===== config.mk =====
export PLATFORM = sky130hd
export DESIGN_NAME = signed_radix_digit_emitter
export DESIGN_NICKNAME = d
export VERILOG_FILES = /design/src/rtl/sre_pkg.sv /design/src/rtl/signed_radix_digit_emitter.sv /design/src/rtl/sre_ram.sv /design/src/rtl/sre_datapath.sv /design/src/rtl/sre_ctrl.sv
export SDC_FILE = /design/constraint.sdc
export NUM_CORES = 1
export LEC_CHECK = 0
export ABC_AREA = 1
export BUFFER_PORTS_ARGS = -buffer_cell sky130_fd_sc_hd__buf_2
export CAP_MARGIN = 25
export CORE_MARGIN = 10
export CORE_UTILIZATION = 53
export CTS_CLUSTER_DIAMETER = 100
export DETAILED_ROUTE_END_ITERATION = 6
export PLACE_DENSITY = 0.72
export SYNTH_ARGS = -nofsm -noshare
export SYNTH_HDL_FRONTEND = slang
export SYNTH_HIERARCHICAL = 1
export SYNTH_SLANG_ARGS = --single-unit

===== constraint.sdc =====
create_clock -name clk_i -period 6.3 [get_ports clk_i]
set_clock_uncertainty 0.1 [all_clocks]
set_input_delay 0.63 -clock clk_i [delete_from_list [all_inputs] [get_ports clk_i]]
set_output_delay 0.63 -clock clk_i [all_outputs]
set_load 0.03 [all_outputs]

===== src/rtl/sre_pkg.sv =====
// ---------------------------------------------------------------------------
// sre_pkg
// shared constants, types and the symbol lookup of the radix digit emitter
// ---------------------------------------------------------------------------
package sre_pkg;

  localparam int MAX_SYMBOLS = 16;
  localparam int MAX_DIGITS  = 32;

  localparam int SYM_IDX_W   = 4;                          // symbol index into the table
  localparam int RADIX_W     = 5;
  localparam int DIG_IDX_W   = $clog2(MAX_DIGITS);
  localparam int DIG_CNT_W   = DIG_IDX_W + 1;
  localparam int VALUE_W     = 32;
  localparam int BIT_CNT_W   = $clog2(VALUE_W);
  localparam int CFG_W       = 64;
  localparam int ADDR_W      = 5;

  localparam logic [7:0] CH_MINUS = 8'h2D;
  localparam logic [7:0] CH_PLUS  = 8'h2B;

  // register index, taken from paddr[4:3]
  localparam logic [1:0] REG_SYMBOLS_LOW  = 2'd0;
  localparam logic [1:0] REG_SYMBOLS_HIGH = 2'd1;
  localparam logic [1:0] REG_RADIX_COUNT  = 2'd2;

  typedef struct packed {
    logic [CFG_W-1:0]   sym_low;
    logic [CFG_W-1:0]   sym_high;
    logic [RADIX_W-1:0] radix;
  } cfg_t;

  typedef struct packed {
    logic load;        // capture value, clear counters
    logic chk_step;    // advance table check index
    logic div_step;    // one restoring division step
    logic push;        // store finished digit
    logic rd_issue;    // read top digit, pop
    logic emit_sign;   // show '-'
    logic emit_digit;  // show symbol of read digit
  } cmd_t;

  typedef struct packed {
    logic range_ok;    // radix count within 2..MAX_SYMBOLS
    logic chk_bad;     // current symbol is a sign or has a later duplicate
    logic chk_last;    // current symbol is the last in use
    logic neg;
    logic div_last;    // final step of this digit
    logic quot_zero;   // quotient after this step is zero
    logic stack_top;   // this push fills the stack
    logic count_zero;
  } sts_t;

  function automatic logic [7:0] sym_at(input logic [CFG_W-1:0] lo,
                                         input logic [CFG_W-1:0] hi,
                                         input logic [SYM_IDX_W-1:0] k);
    logic [2*CFG_W-1:0] both;
    both = {hi, lo};
    return both[k*8 +: 8];
  endfunction

endpackage


===== src/rtl/signed_radix_digit_emitter.sv =====
// ---------------------------------------------------------------------------
// signed_radix_digit_emitter
// signed 32-bit integer to text in a radix set by a table of digit symbols
// ---------------------------------------------------------------------------
// a run checks the table entry by entry, divides out each digit bit by bit onto the
//   stack, then pops and shows the digits; the first symbol ('-' or top digit) shows
//   once the table check or the last division is done
// one value at a time: start is taken only while idle; the pace is set by the shared
//   bit-serial divider
// a bad table ends the run in the check, with no output
// reset clears table, counters and sequencer, not the output payload or the stack;
// results are never held off
module signed_radix_digit_emitter (
  input  logic                               clk_i,
  input  logic                               rst_ni,
  // command channel
  input  logic                               start_i,
  output logic                               busy_o,
  input  logic signed [sre_pkg::VALUE_W-1:0] value_i,
  // result channel, one cycle per transaction
  output logic                               symbol_valid_o,
  output logic [7:0]                         symbol_o,
  output logic                               last_o,
  // register port
  input  logic                               psel,
  input  logic                               penable,
  input  logic                               pwrite,
  input  logic [sre_pkg::ADDR_W-1:0]         paddr,
  input  logic [sre_pkg::CFG_W-1:0]          pwdata,
  output logic [sre_pkg::CFG_W-1:0]          prdata,
  output logic                               pready
);

  logic [sre_pkg::CFG_W-1:0]   symbols_low_q;
  logic [sre_pkg::CFG_W-1:0]   symbols_high_q;
  logic [sre_pkg::RADIX_W-1:0] radix_count_q;
  logic [1:0]                  reg_idx;
  logic                        wr_en;

  sre_pkg::cfg_t cfg;
  sre_pkg::cmd_t cmd;
  sre_pkg::sts_t sts;

  // registers are 64 bits, 8 bytes apart
  assign reg_idx = paddr[4:3];
  assign wr_en   = psel && penable && pwrite;
  assign pready  = 1'b1;

  always_ff @(posedge clk_i or negedge rst_ni) begin
    if (!rst_ni) begin
      symbols_low_q  <= '0;
      symbols_high_q <= '0;
      radix_count_q  <= '0;
    end else if (wr_en) begin
      case (reg_idx)
        sre_pkg::REG_SYMBOLS_LOW:  symbols_low_q  <= pwdata;
        sre_pkg::REG_SYMBOLS_HIGH: symbols_high_q <= pwdata;
        sre_pkg::REG_RADIX_COUNT:  radix_count_q  <= pwdata[sre_pkg::RADIX_W-1:0];
        default: begin
          // unmapped, write dropped
        end
      endcase
    end
  end

  // read back
  always_comb begin
    case (reg_idx)
      sre_pkg::REG_SYMBOLS_LOW:  prdata = symbols_low_q;
      sre_pkg::REG_SYMBOLS_HIGH: prdata = symbols_high_q;
      sre_pkg::REG_RADIX_COUNT:  prdata = sre_pkg::CFG_W'(radix_count_q);
      default:                   prdata = '0;
    endcase
  end

  always_comb begin
    cfg.sym_low  = symbols_low_q;
    cfg.sym_high = symbols_high_q;
    cfg.radix    = radix_count_q;
  end

  // sequencer: check table, divide out digits onto the stack, pop and show
  sre_ctrl u_ctrl (
    .clk_i  (clk_i),
    .rst_ni (rst_ni),
    .start_i(start_i),
    .sts_i  (sts),
    .cmd_o  (cmd),
    .busy_o (busy_o)
  );

  // datapath: table check, divider, digit stack, output register
  sre_datapath u_dp (
    .clk_i         (clk_i),
    .rst_ni        (rst_ni),
    .cfg_i         (cfg),
    .value_i       (value_i),
    .cmd_i         (cmd),
    .sts_o         (sts),
    .symbol_valid_o(symbol_valid_o),
    .symbol_o      (symbol_o),
    .last_o        (last_o)
  );

endmodule


===== src/rtl/sre_ram.sv =====
// ---------------------------------------------------------------------------
// sre_ram
// generic single-write, single-read memory with registered read data
// ---------------------------------------------------------------------------
module sre_ram #(
  parameter int WIDTH = 4,
  parameter int DEPTH = 32
) (
  input  logic                     clk_i,
  input  logic                     we_i,
  input  logic [$clog2(DEPTH)-1:0] waddr_i,
  input  logic [WIDTH-1:0]         wdata_i,
  input  logic                     re_i,
  input  logic [$clog2(DEPTH)-1:0] raddr_i,
  output logic [WIDTH-1:0]         rdata_o
);

  logic [WIDTH-1:0] mem_q [DEPTH];
  logic [WIDTH-1:0] rdata_q;

  always_ff @(posedge clk_i) begin
    if (we_i) begin
      mem_q[waddr_i] <= wdata_i;
    end
    if (re_i) begin
      rdata_q <= mem_q[raddr_i];
    end
  end

  assign rdata_o = rdata_q;

endmodule


===== src/rtl/sre_datapath.sv =====
// ---------------------------------------------------------------------------
// sre_datapath
// table check, bit-serial divider, digit stack and output register
// ---------------------------------------------------------------------------
module sre_datapath (
  input  logic                               clk_i,
  input  logic                               rst_ni,
  input  sre_pkg::cfg_t                      cfg_i,
  input  logic signed [sre_pkg::VALUE_W-1:0] value_i,
  input  sre_pkg::cmd_t                      cmd_i,
  output sre_pkg::sts_t                      sts_o,
  output logic                               symbol_valid_o,
  output logic [7:0]                         symbol_o,
  output logic                               last_o
);

  logic [sre_pkg::VALUE_W-1:0]   quot_q, quot_d;
  logic [sre_pkg::SYM_IDX_W-1:0] rem_q, rem_d;
  logic [sre_pkg::BIT_CNT_W-1:0] bit_cnt_q;
  logic [sre_pkg::DIG_CNT_W-1:0] count_q;
  logic [sre_pkg::SYM_IDX_W-1:0] chk_idx_q;
  logic                          neg_q;
  logic                          strobe_q;
  logic [7:0]                    symbol_q;
  logic                          last_q;

  logic [sre_pkg::SYM_IDX_W:0]   trial;
  logic                          ge;
  logic [7:0]                    sym_cur;
  logic                          bad;
  logic [sre_pkg::SYM_IDX_W-1:0] rd_digit;
  logic [sre_pkg::DIG_IDX_W-1:0] rd_addr;

  // restoring division step
  always_comb begin
    trial  = {rem_q, quot_q[sre_pkg::VALUE_W-1]};
    ge     = (trial >= cfg_i.radix);
    rem_d  = ge ? sre_pkg::SYM_IDX_W'(trial - cfg_i.radix)
                : trial[sre_pkg::SYM_IDX_W-1:0];
    quot_d = {quot_q[sre_pkg::VALUE_W-2:0], ge};
  end

  // one table entry against the sign symbols and every later entry in use
  always_comb begin
    sym_cur = sre_pkg::sym_at(cfg_i.sym_low, cfg_i.sym_high, chk_idx_q);
    bad     = (sym_cur == sre_pkg::CH_MINUS) || (sym_cur == sre_pkg::CH_PLUS);
    for (int b = 0; b < sre_pkg::MAX_SYMBOLS; b++) begin
      if ((sre_pkg::RADIX_W'(b) > {1'b0, chk_idx_q}) &&
          (sre_pkg::RADIX_W'(b) < cfg_i.radix) &&
          (sre_pkg::sym_at(cfg_i.sym_low, cfg_i.sym_high,
                           sre_pkg::SYM_IDX_W'(b)) == sym_cur)) begin
        bad = 1'b1;
      end
    end
  end

  assign rd_addr = count_q[sre_pkg::DIG_IDX_W-1:0] - 1'b1;

  sre_ram #(
    .WIDTH(sre_pkg::SYM_IDX_W),
    .DEPTH(sre_pkg::MAX_DIGITS)
  ) u_stack (
    .clk_i   (clk_i),
    .we_i    (cmd_i.push),
    .waddr_i (count_q[sre_pkg::DIG_IDX_W-1:0]),
    .wdata_i (rem_d),
    .re_i    (cmd_i.rd_issue),
    .raddr_i (rd_addr),
    .rdata_o (rd_digit)
  );

  always_ff @(posedge clk_i or negedge rst_ni) begin
    if (!rst_ni) begin
      quot_q    <= '0;
      rem_q     <= '0;
      bit_cnt_q <= '0;
      count_q   <= '0;
      chk_idx_q <= '0;
      neg_q     <= 1'b0;
      strobe_q  <= 1'b0;
    end else begin
      strobe_q <= cmd_i.emit_sign | cmd_i.emit_digit;
      if (cmd_i.load) begin
        neg_q     <= value_i[sre_pkg::VALUE_W-1];
        quot_q    <= value_i[sre_pkg::VALUE_W-1] ? (~value_i + 1'b1) : value_i;
        rem_q     <= '0;
        bit_cnt_q <= '0;
        count_q   <= '0;
        chk_idx_q <= '0;
      end
      if (cmd_i.chk_step) begin
        chk_idx_q <= chk_idx_q + 1'b1;
      end
      if (cmd_i.div_step) begin
        quot_q    <= quot_d;
        bit_cnt_q <= bit_cnt_q + 1'b1;
        rem_q     <= cmd_i.push ? '0 : rem_d;
      end
      if (cmd_i.push) begin
        count_q <= count_q + 1'b1;
      end
      if (cmd_i.rd_issue) begin
        count_q <= count_q - 1'b1;
      end
    end
  end

  // result payload
  always_ff @(posedge clk_i) begin
    if (cmd_i.emit_sign || cmd_i.emit_digit) begin
      symbol_q <= cmd_i.emit_sign ? sre_pkg::CH_MINUS
                                  : sre_pkg::sym_at(cfg_i.sym_low, cfg_i.sym_high, rd_digit);
      last_q   <= cmd_i.emit_digit && (count_q == '0);
    end
  end

  always_comb begin
    sts_o.range_ok   = (cfg_i.radix >= sre_pkg::RADIX_W'(2)) &&
                       (cfg_i.radix <= sre_pkg::RADIX_W'(sre_pkg::MAX_SYMBOLS));
    sts_o.chk_bad    = bad;
    sts_o.chk_last   = ({1'b0, chk_idx_q} == (cfg_i.radix - 1'b1));
    sts_o.neg        = neg_q;
    sts_o.div_last   = (bit_cnt_q == '1);
    sts_o.quot_zero  = (quot_d == '0);
    sts_o.stack_top  = (count_q == sre_pkg::DIG_CNT_W'(sre_pkg::MAX_DIGITS - 1));
    sts_o.count_zero = (count_q == '0);
  end

  assign symbol_valid_o = strobe_q;
  assign symbol_o       = symbol_q;
  assign last_o         = last_q;

endmodule


===== src/rtl/sre_ctrl.sv =====
// ---------------------------------------------------------------------------
// sre_ctrl
// sequencer: table check, digit division, stack readout
// ---------------------------------------------------------------------------
module sre_ctrl (
  input  logic          clk_i,
  input  logic          rst_ni,
  input  logic          start_i,
  input  sre_pkg::sts_t sts_i,
  output sre_pkg::cmd_t cmd_o,
  output logic          busy_o
);

  typedef enum logic [2:0] {
    ST_IDLE,
    ST_CHECK,
    ST_DIV,
    ST_RD_ADDR,
    ST_RD_DATA
  } state_e;

  state_e state_q, state_d;
  logic   busy_q;

  always_comb begin
    state_d = state_q;
    cmd_o   = '0;
    case (state_q)
      ST_IDLE: begin
        if (start_i) begin
          cmd_o.load = 1'b1;
          if (sts_i.range_ok) begin
            state_d = ST_CHECK;
          end
        end
      end
      ST_CHECK: begin
        cmd_o.chk_step = 1'b1;
        if (sts_i.chk_bad) begin
          state_d = ST_IDLE;
        end else if (sts_i.chk_last) begin
          cmd_o.emit_sign = sts_i.neg;
          state_d         = ST_DIV;
        end
      end
      ST_DIV: begin
        cmd_o.div_step = 1'b1;
        if (sts_i.div_last) begin
          cmd_o.push = 1'b1;
          if (sts_i.quot_zero || sts_i.stack_top) begin
            state_d = ST_RD_ADDR;
          end
        end
      end
      ST_RD_ADDR: begin
        cmd_o.rd_issue = 1'b1;
        state_d        = ST_RD_DATA;
      end
      ST_RD_DATA: begin
        cmd_o.emit_digit = 1'b1;
        state_d          = sts_i.count_zero ? ST_IDLE : ST_RD_ADDR;
      end
      default: begin
        state_d = ST_IDLE;
      end
    endcase
  end

  always_ff @(posedge clk_i or negedge rst_ni) begin
    if (!rst_ni) begin
      state_q <= ST_IDLE;
      busy_q  <= 1'b0;
    end else begin
      state_q <= state_d;
      busy_q  <= (state_d != ST_IDLE);
    end
  end

  assign busy_o = busy_q;

endmodule


-- Word-level counts from Yosys, hierarchy flattened
Memories as Yosys holds them, arrays and structs flattened. A register that Yosys moved wholly into a read port is not among the register bits.
Cells that the tools add are included.
W data, S select, Z words.
- $add $sub $neg: 8
- $lt $le $gt $ge: 33
- equality and inequality tests: 26
- shift operators: 2
- muxes and demuxes: 49
- bitwise gates (word level): 2
- reductions and logical operators: 48
- operators with widths (cell ; count):
    $shiftx A128 B8 Y8 ; 2
    $pmux W64 S3 ; 1
    $eq A8 B8 Y1 ; 15
    $mux W32 ; 3
    $lt A4 B5 Y1 const A ; 8
    $logic_and A1 B1 Y1 ; 34
    $add A32 B1 Y32 const B ; 1
    $gt A4 B4 Y1 const A ; 8
    $logic_not A32 Y1 ; 1
    $not A32 Y32 ; 1
    $mux W1 ; 26
    $lt A3 B5 Y1 const A ; 4
    $mux W4 ; 5
    $mux W3 ; 6
    $mux W6 ; 3
    $eq A8 B6 Y1 const B ; 2
    $gt A3 B4 Y1 const A ; 4
    $pmux W3 S5 ; 1
    $lt A2 B5 Y1 const A ; 2
    $mux W5 ; 2
    $sub A5 B1 Y5 const B ; 2
    $gt A2 B4 Y1 const A ; 2
    $add A6 B1 Y6 const B ; 1
    $eq A3 B2 Y1 const B ; 2
    other kinds (25) ; 32
- register bits after elaboration: 199
- bits in writable memories: 128
- input port bits: 107
- output and inout bits: 76
- logic and storage cells: 183
- memories kept: 1
- memory list (memory ; depth ; bits a word ; read ports ; clocked after memory_dff ; wr ports ; line ; RTL):
    u_dp.u_stack.mem_q ; 32 ; 4 ; 1 ; 1 ; 1 ; sre_ram.sv:18 ; logic [WIDTH-1:0] mem_q [DEPTH];

-- Logic depth before layout (Yosys ltp)
- word-level depth: 21
- depth in mapped cells: 27
- gate-level depth less buffers: 23

-- Cells and area by module
The synthesis kept the hierarchy.
- modules (own cells, without submodules) (module ; times used ; cells an instance ; area an instance (um2)):
    sre_datapath ; 1 ; 1559 ; 8683.3
    signed_radix_digit_emitter ; 1 ; 787 ; 6030.8
    sre_ram ; 1 ; 486 ; 5536.6
    sre_ctrl ; 1 ; 39 ; 262.8

-- Worst setup path after synthesis
Ideal clock, no wire load.
- path kind: reg2reg
- from: register radix_count_q[2] (netlist bit)
- to: memory u_dp.u_stack.mem_q[0][1] (data pin)
- setup time: 464 ps
- arrival: 3090 ps
- required time: 5736 ps
- setup slack: 2646 ps
- cell stages (with the launch flop): 10
- path buffers: 1
- clock period less this slack: 3654 ps
- cell sequence: dfrtp_1 -> clkbuf_1 -> inv_1 -> ha_1 -> a21oi_1 -> o21a_1 -> nor2_1 -> o31ai_1 -> nand2_1 -> o21ai_0
- longest elaborated chain between the ends: 2
- RTL lines (element ; line ; RTL):
    start: declaration ; signed_radix_digit_emitter.sv:36 ; logic [sre_pkg::RADIX_W-1:0] radix_count_q;
    start signal: assignment ; signed_radix_digit_emitter.sv:58 ; sre_pkg::REG_RADIX_COUNT: radix_count_q <= pwdata[sre_pkg::RADIX_W-1:0];
    $ge A5 B5 Y1 ; sre_datapath.sv:37 ; ge = (trial >= cfg_i.radix);
    $mux W4 ; sre_datapath.sv:38 ; rem_d = ge ? sre_pkg::SYM_IDX_W'(trial - cfg_i.radix)
    via u_dp.rem_d, one bit ; sre_datapath.sv:18 ; logic [sre_pkg::SYM_IDX_W-1:0] rem_q, rem_d;
    end: declaration ; sre_ram.sv:18 ;
The timed path passes the listed nets, and every way through them passes these cells.

==> reports/results.ini <==
[global_route]
track_usage=0.283
grt_pass1_wl_um=105000
overflow=0
grt_max_degree=108
antenna_found_initial=1
grt_pass1_vias=18621

[critical_path]
path_cells=buf_4 > nand2_1 > nand3_1 > nand2_1 > nand2_1 > nand2_1 > nor2_1 > buf_4 > nand2_1 > nand2_1 > nor2_1 > nand3_1 > nor2_1 > nor2_1 > nand2_1 > nor2_1 > nand2_1 > nor2_1 > nand3_2 > nor2_1 > inv_1 > nand2_1
worst_setup_path_end_kind=flip-flop
critPathKind=reg -> reg
startpoint_type=flip-flop
crit_start=u_dp/chk_idx_q[0]$_DFFE_PN0P_
crit_top_cell=nand2_1
crit_arrival_ns=5.40
slowest_delay_ns=0.81
path_max_fanout=69
cp.required_ns=6.41
cp_top_family=simple AND/OR/NAND/NOR gates
critPathBufInv=3
cp_slowest_cell=nor2_1
r2r-start=u_dp/chk_idx_q[0]$_DFFE_PN0P_

[sta]
post-route-period-util=0.839
hold_viol=0
whs_ns=0.0566
min_period_ns=5.29
tightest_slew_ns=1.06
maxSlewHeadroom=0.289
setup_violations=0
max_freq_mhz=189
tns_ns=0
finalMaxSlewViolations=0
rsz0062_at_grt=no

[synthesis]
synth_top_area_frac=0.232
synthArstFlopShare=0.574
netlist_instances=2871
synth_seq_cells=331
yosysTopAreaCell=dfrtp_1
syn_nets=2995
synth_warnings=6
synthFlopType=dfrtp_1
seq_area_frac_synth=0.438
syn_area_um2=20500
ys_top_cells_by_area=dfrtp_1 (23%), nand2_1 (23%), edfxtp_1 (21%)
synth_cell_types=47
synth.avg_cell_area_um2=7.15
synth-edff-count=141

[die]
ioPinCount=183
dieArea_um2=47000
fp.dieW_um=217
rows=72
start_util=0.533
coreArea_um2=38500
die_h_um=217

[routing]
drt_iter0_drc=2472
drtPass1Iterations=6
drc=0
wl_um=68600
viasPerCell=5.61
wl_per_cell_um=19.5
dr_total_vias=19780
antenna_left=0

[clocking]
cts-root-buf=clkbuf_16
cts_tree=yes
cts_setup_buffers=0
hold_buffers=0
clock_latency_ns=0.56
path_clk_slew_ns=0.06
clockBufferDepth=3
post_cts_resized=0
numClockSinks=331
cts_inserted_buffers=37
htree_levels=2

[layout]
nets=3102
fillCellCount=3696
area_delta_synth_final_pct=10.5
drive_gt1_frac=0.101
multi_input_comb_area_um2=9760
final_core_util=0.589
regArea_um2=8990

[pwr]
clock_power_share=0.198
pwr-share-comb=0.485
peakVddDrop_uv=313
power.density_nw_per_um2=484
p_sw_mw=5.15
p_leak_nw=11.3
swShare=0.470
p_int_mw=5.82
sequentialPowerShare=0.317

[placed_design]
io_buffers=178
dp_hpwl_um=48300
routabilityCongestion=1.00

[outcome]
status=completed

[hold_path]
hold_path.class=in -> async

[flow_run]
maxCapViolCount=0

## cell usage after synthesis (all sizes together), types with 3 or more instances
master  count
nand2    1259
inv       222
edfxtp    141
o211ai     16
or2         4
nor2      215
o21ai     130
a21oi      80
ha         16
xor2       63
o21a        3
nand4       7
a22oi      25
buf       107
nand3     290
a31oi       5
dfrtp     190
clkbuf     33
xnor2       4
nor3       28
nand3b      5
nor4       11
## flip-flops by register name, indices dropped and copies added (netlist names)
| name | count |
|---|---|
| u_dp/u_stack/rdata_o | 4 |
| u_dp/symbol_o | 8 |
| u_ctrl/busy_o | 1 |
| u_dp/u_stack/mem_q | 128 |
| u_dp/quot_q | 32 |
| u_dp/last_o | 1 |
| u_dp/chk_idx_q | 4 |
| u_ctrl/state_q | 3 |
| u_dp/bit_cnt_q | 5 |
| u_dp/symbol_valid_o | 1 |
| symbols_high_q | 64 |
| symbols_low_q | 64 |
| u_dp/neg_q | 1 |
| u_dp/rem_q | 4 |
| u_dp/count_q | 6 |
| radix_count_q | 5 |
## power by group through the flow
| stage | logic [mW] | registers [mW] | clock network [mW] |
|---|---|---|---|
| CTS | 5.21 | 3.46 | 2.22 |
| global placement | 4.99 | 3.50 | 0 |
| floorplan | 3.69 | 3.34 | 0 |
| global route | 5.84 | 3.52 | 2.31 |
| finish | 5.32 | 3.48 | 2.17 |
| detailed placement | 5.19 | 3.50 | 0 |
## per-stage QoR
step / instances / setup slack (ns) / instance area [µm²] / total power, mW
floorplan: 2871 / 2.65 / 20500 / 7.03
global placement: 3452 / 1.10 / 21300 / 8.49
detailed placement: 3455 / 1.02 / 21400 / 8.69
CTS: 3522 / 1.01 / 22600 / 10.9
global route: 3525 / 0.790 / 22700 / 11.7
finish: 3525 / 1.01 / 22700 / 11.0
## cells in the final DEF (no fill, tap or decap), types with 5 or more instances in the layout
cell       instances
nand2_1         1248
nand3_1          286
inv_1            215
nor2_1           204
dfrtp_1          189
buf_2            177
edfxtp_1         141
o21ai_0          124
a21oi_1           80
xor2_1            63
clkbuf_16         38
nor3_1            28
buf_4             25
a22oi_1           25
o211ai_1          16
ha_1              16
nor4_1            11
nand2_2           10
clkbuf_1           9
inv_2              7
nor2_4             7
nand4_1            7
clkinv_2           5
nand3b_1           5
a31oi_1            5
## per-layer routing
metal,global-route usage,up-vias,part of all wire
met4,0.141,0,0.047
met5,0,-,0
met3,0.0420,165,0.075
met1,0.355,9341,0.39
met2,0.471,872,0.48
li1,-,9402,-
## cells by family after synthesis
group           after synthesis  synth area share
compound gates              271            0.0736
simple gates               1821             0.362
other cells                   1          0.000183
xor+xnor                     67            0.0286
flops                       331             0.438
buf+inv                     363            0.0867
fa+ha+maj                    17            0.0107
## worst paths after layout
check	end	slack, ns	cells past startpoint
min reg2reg	u_dp/rem_q[3]$_DFFE_PN0P_	0.39	2
min	symbols_high_q[42]$_DFFE_PN0P_	0.06	1
max	u_dp/symbol_o[1]$_SDFFCE_PP0P_	1.01	22
max in group asynchronous	radix_count_q[2]$_DFFE_PN0P_	4.61	2
max reg2reg	u_dp/symbol_o[1]$_SDFFCE_PP0P_	1.01	22
min in group clk_i	symbols_low_q[60]$_DFFE_PN0P_	0.18	3
## cell type report
cell class / instances / share of cell area
antenna: 1 / 0.000110
clock buffer: 50 / 0.0453
clock inverter: 17 / 0.00872
inverter: 223 / 0.0369
multi-input combinational: 2177 / 0.431
sequential: 331 / 0.397
tap: 518 / 0.0286
timing repair buffer: 208 / 0.0528
No activity file was read; power rests on OpenSTA's default activity.
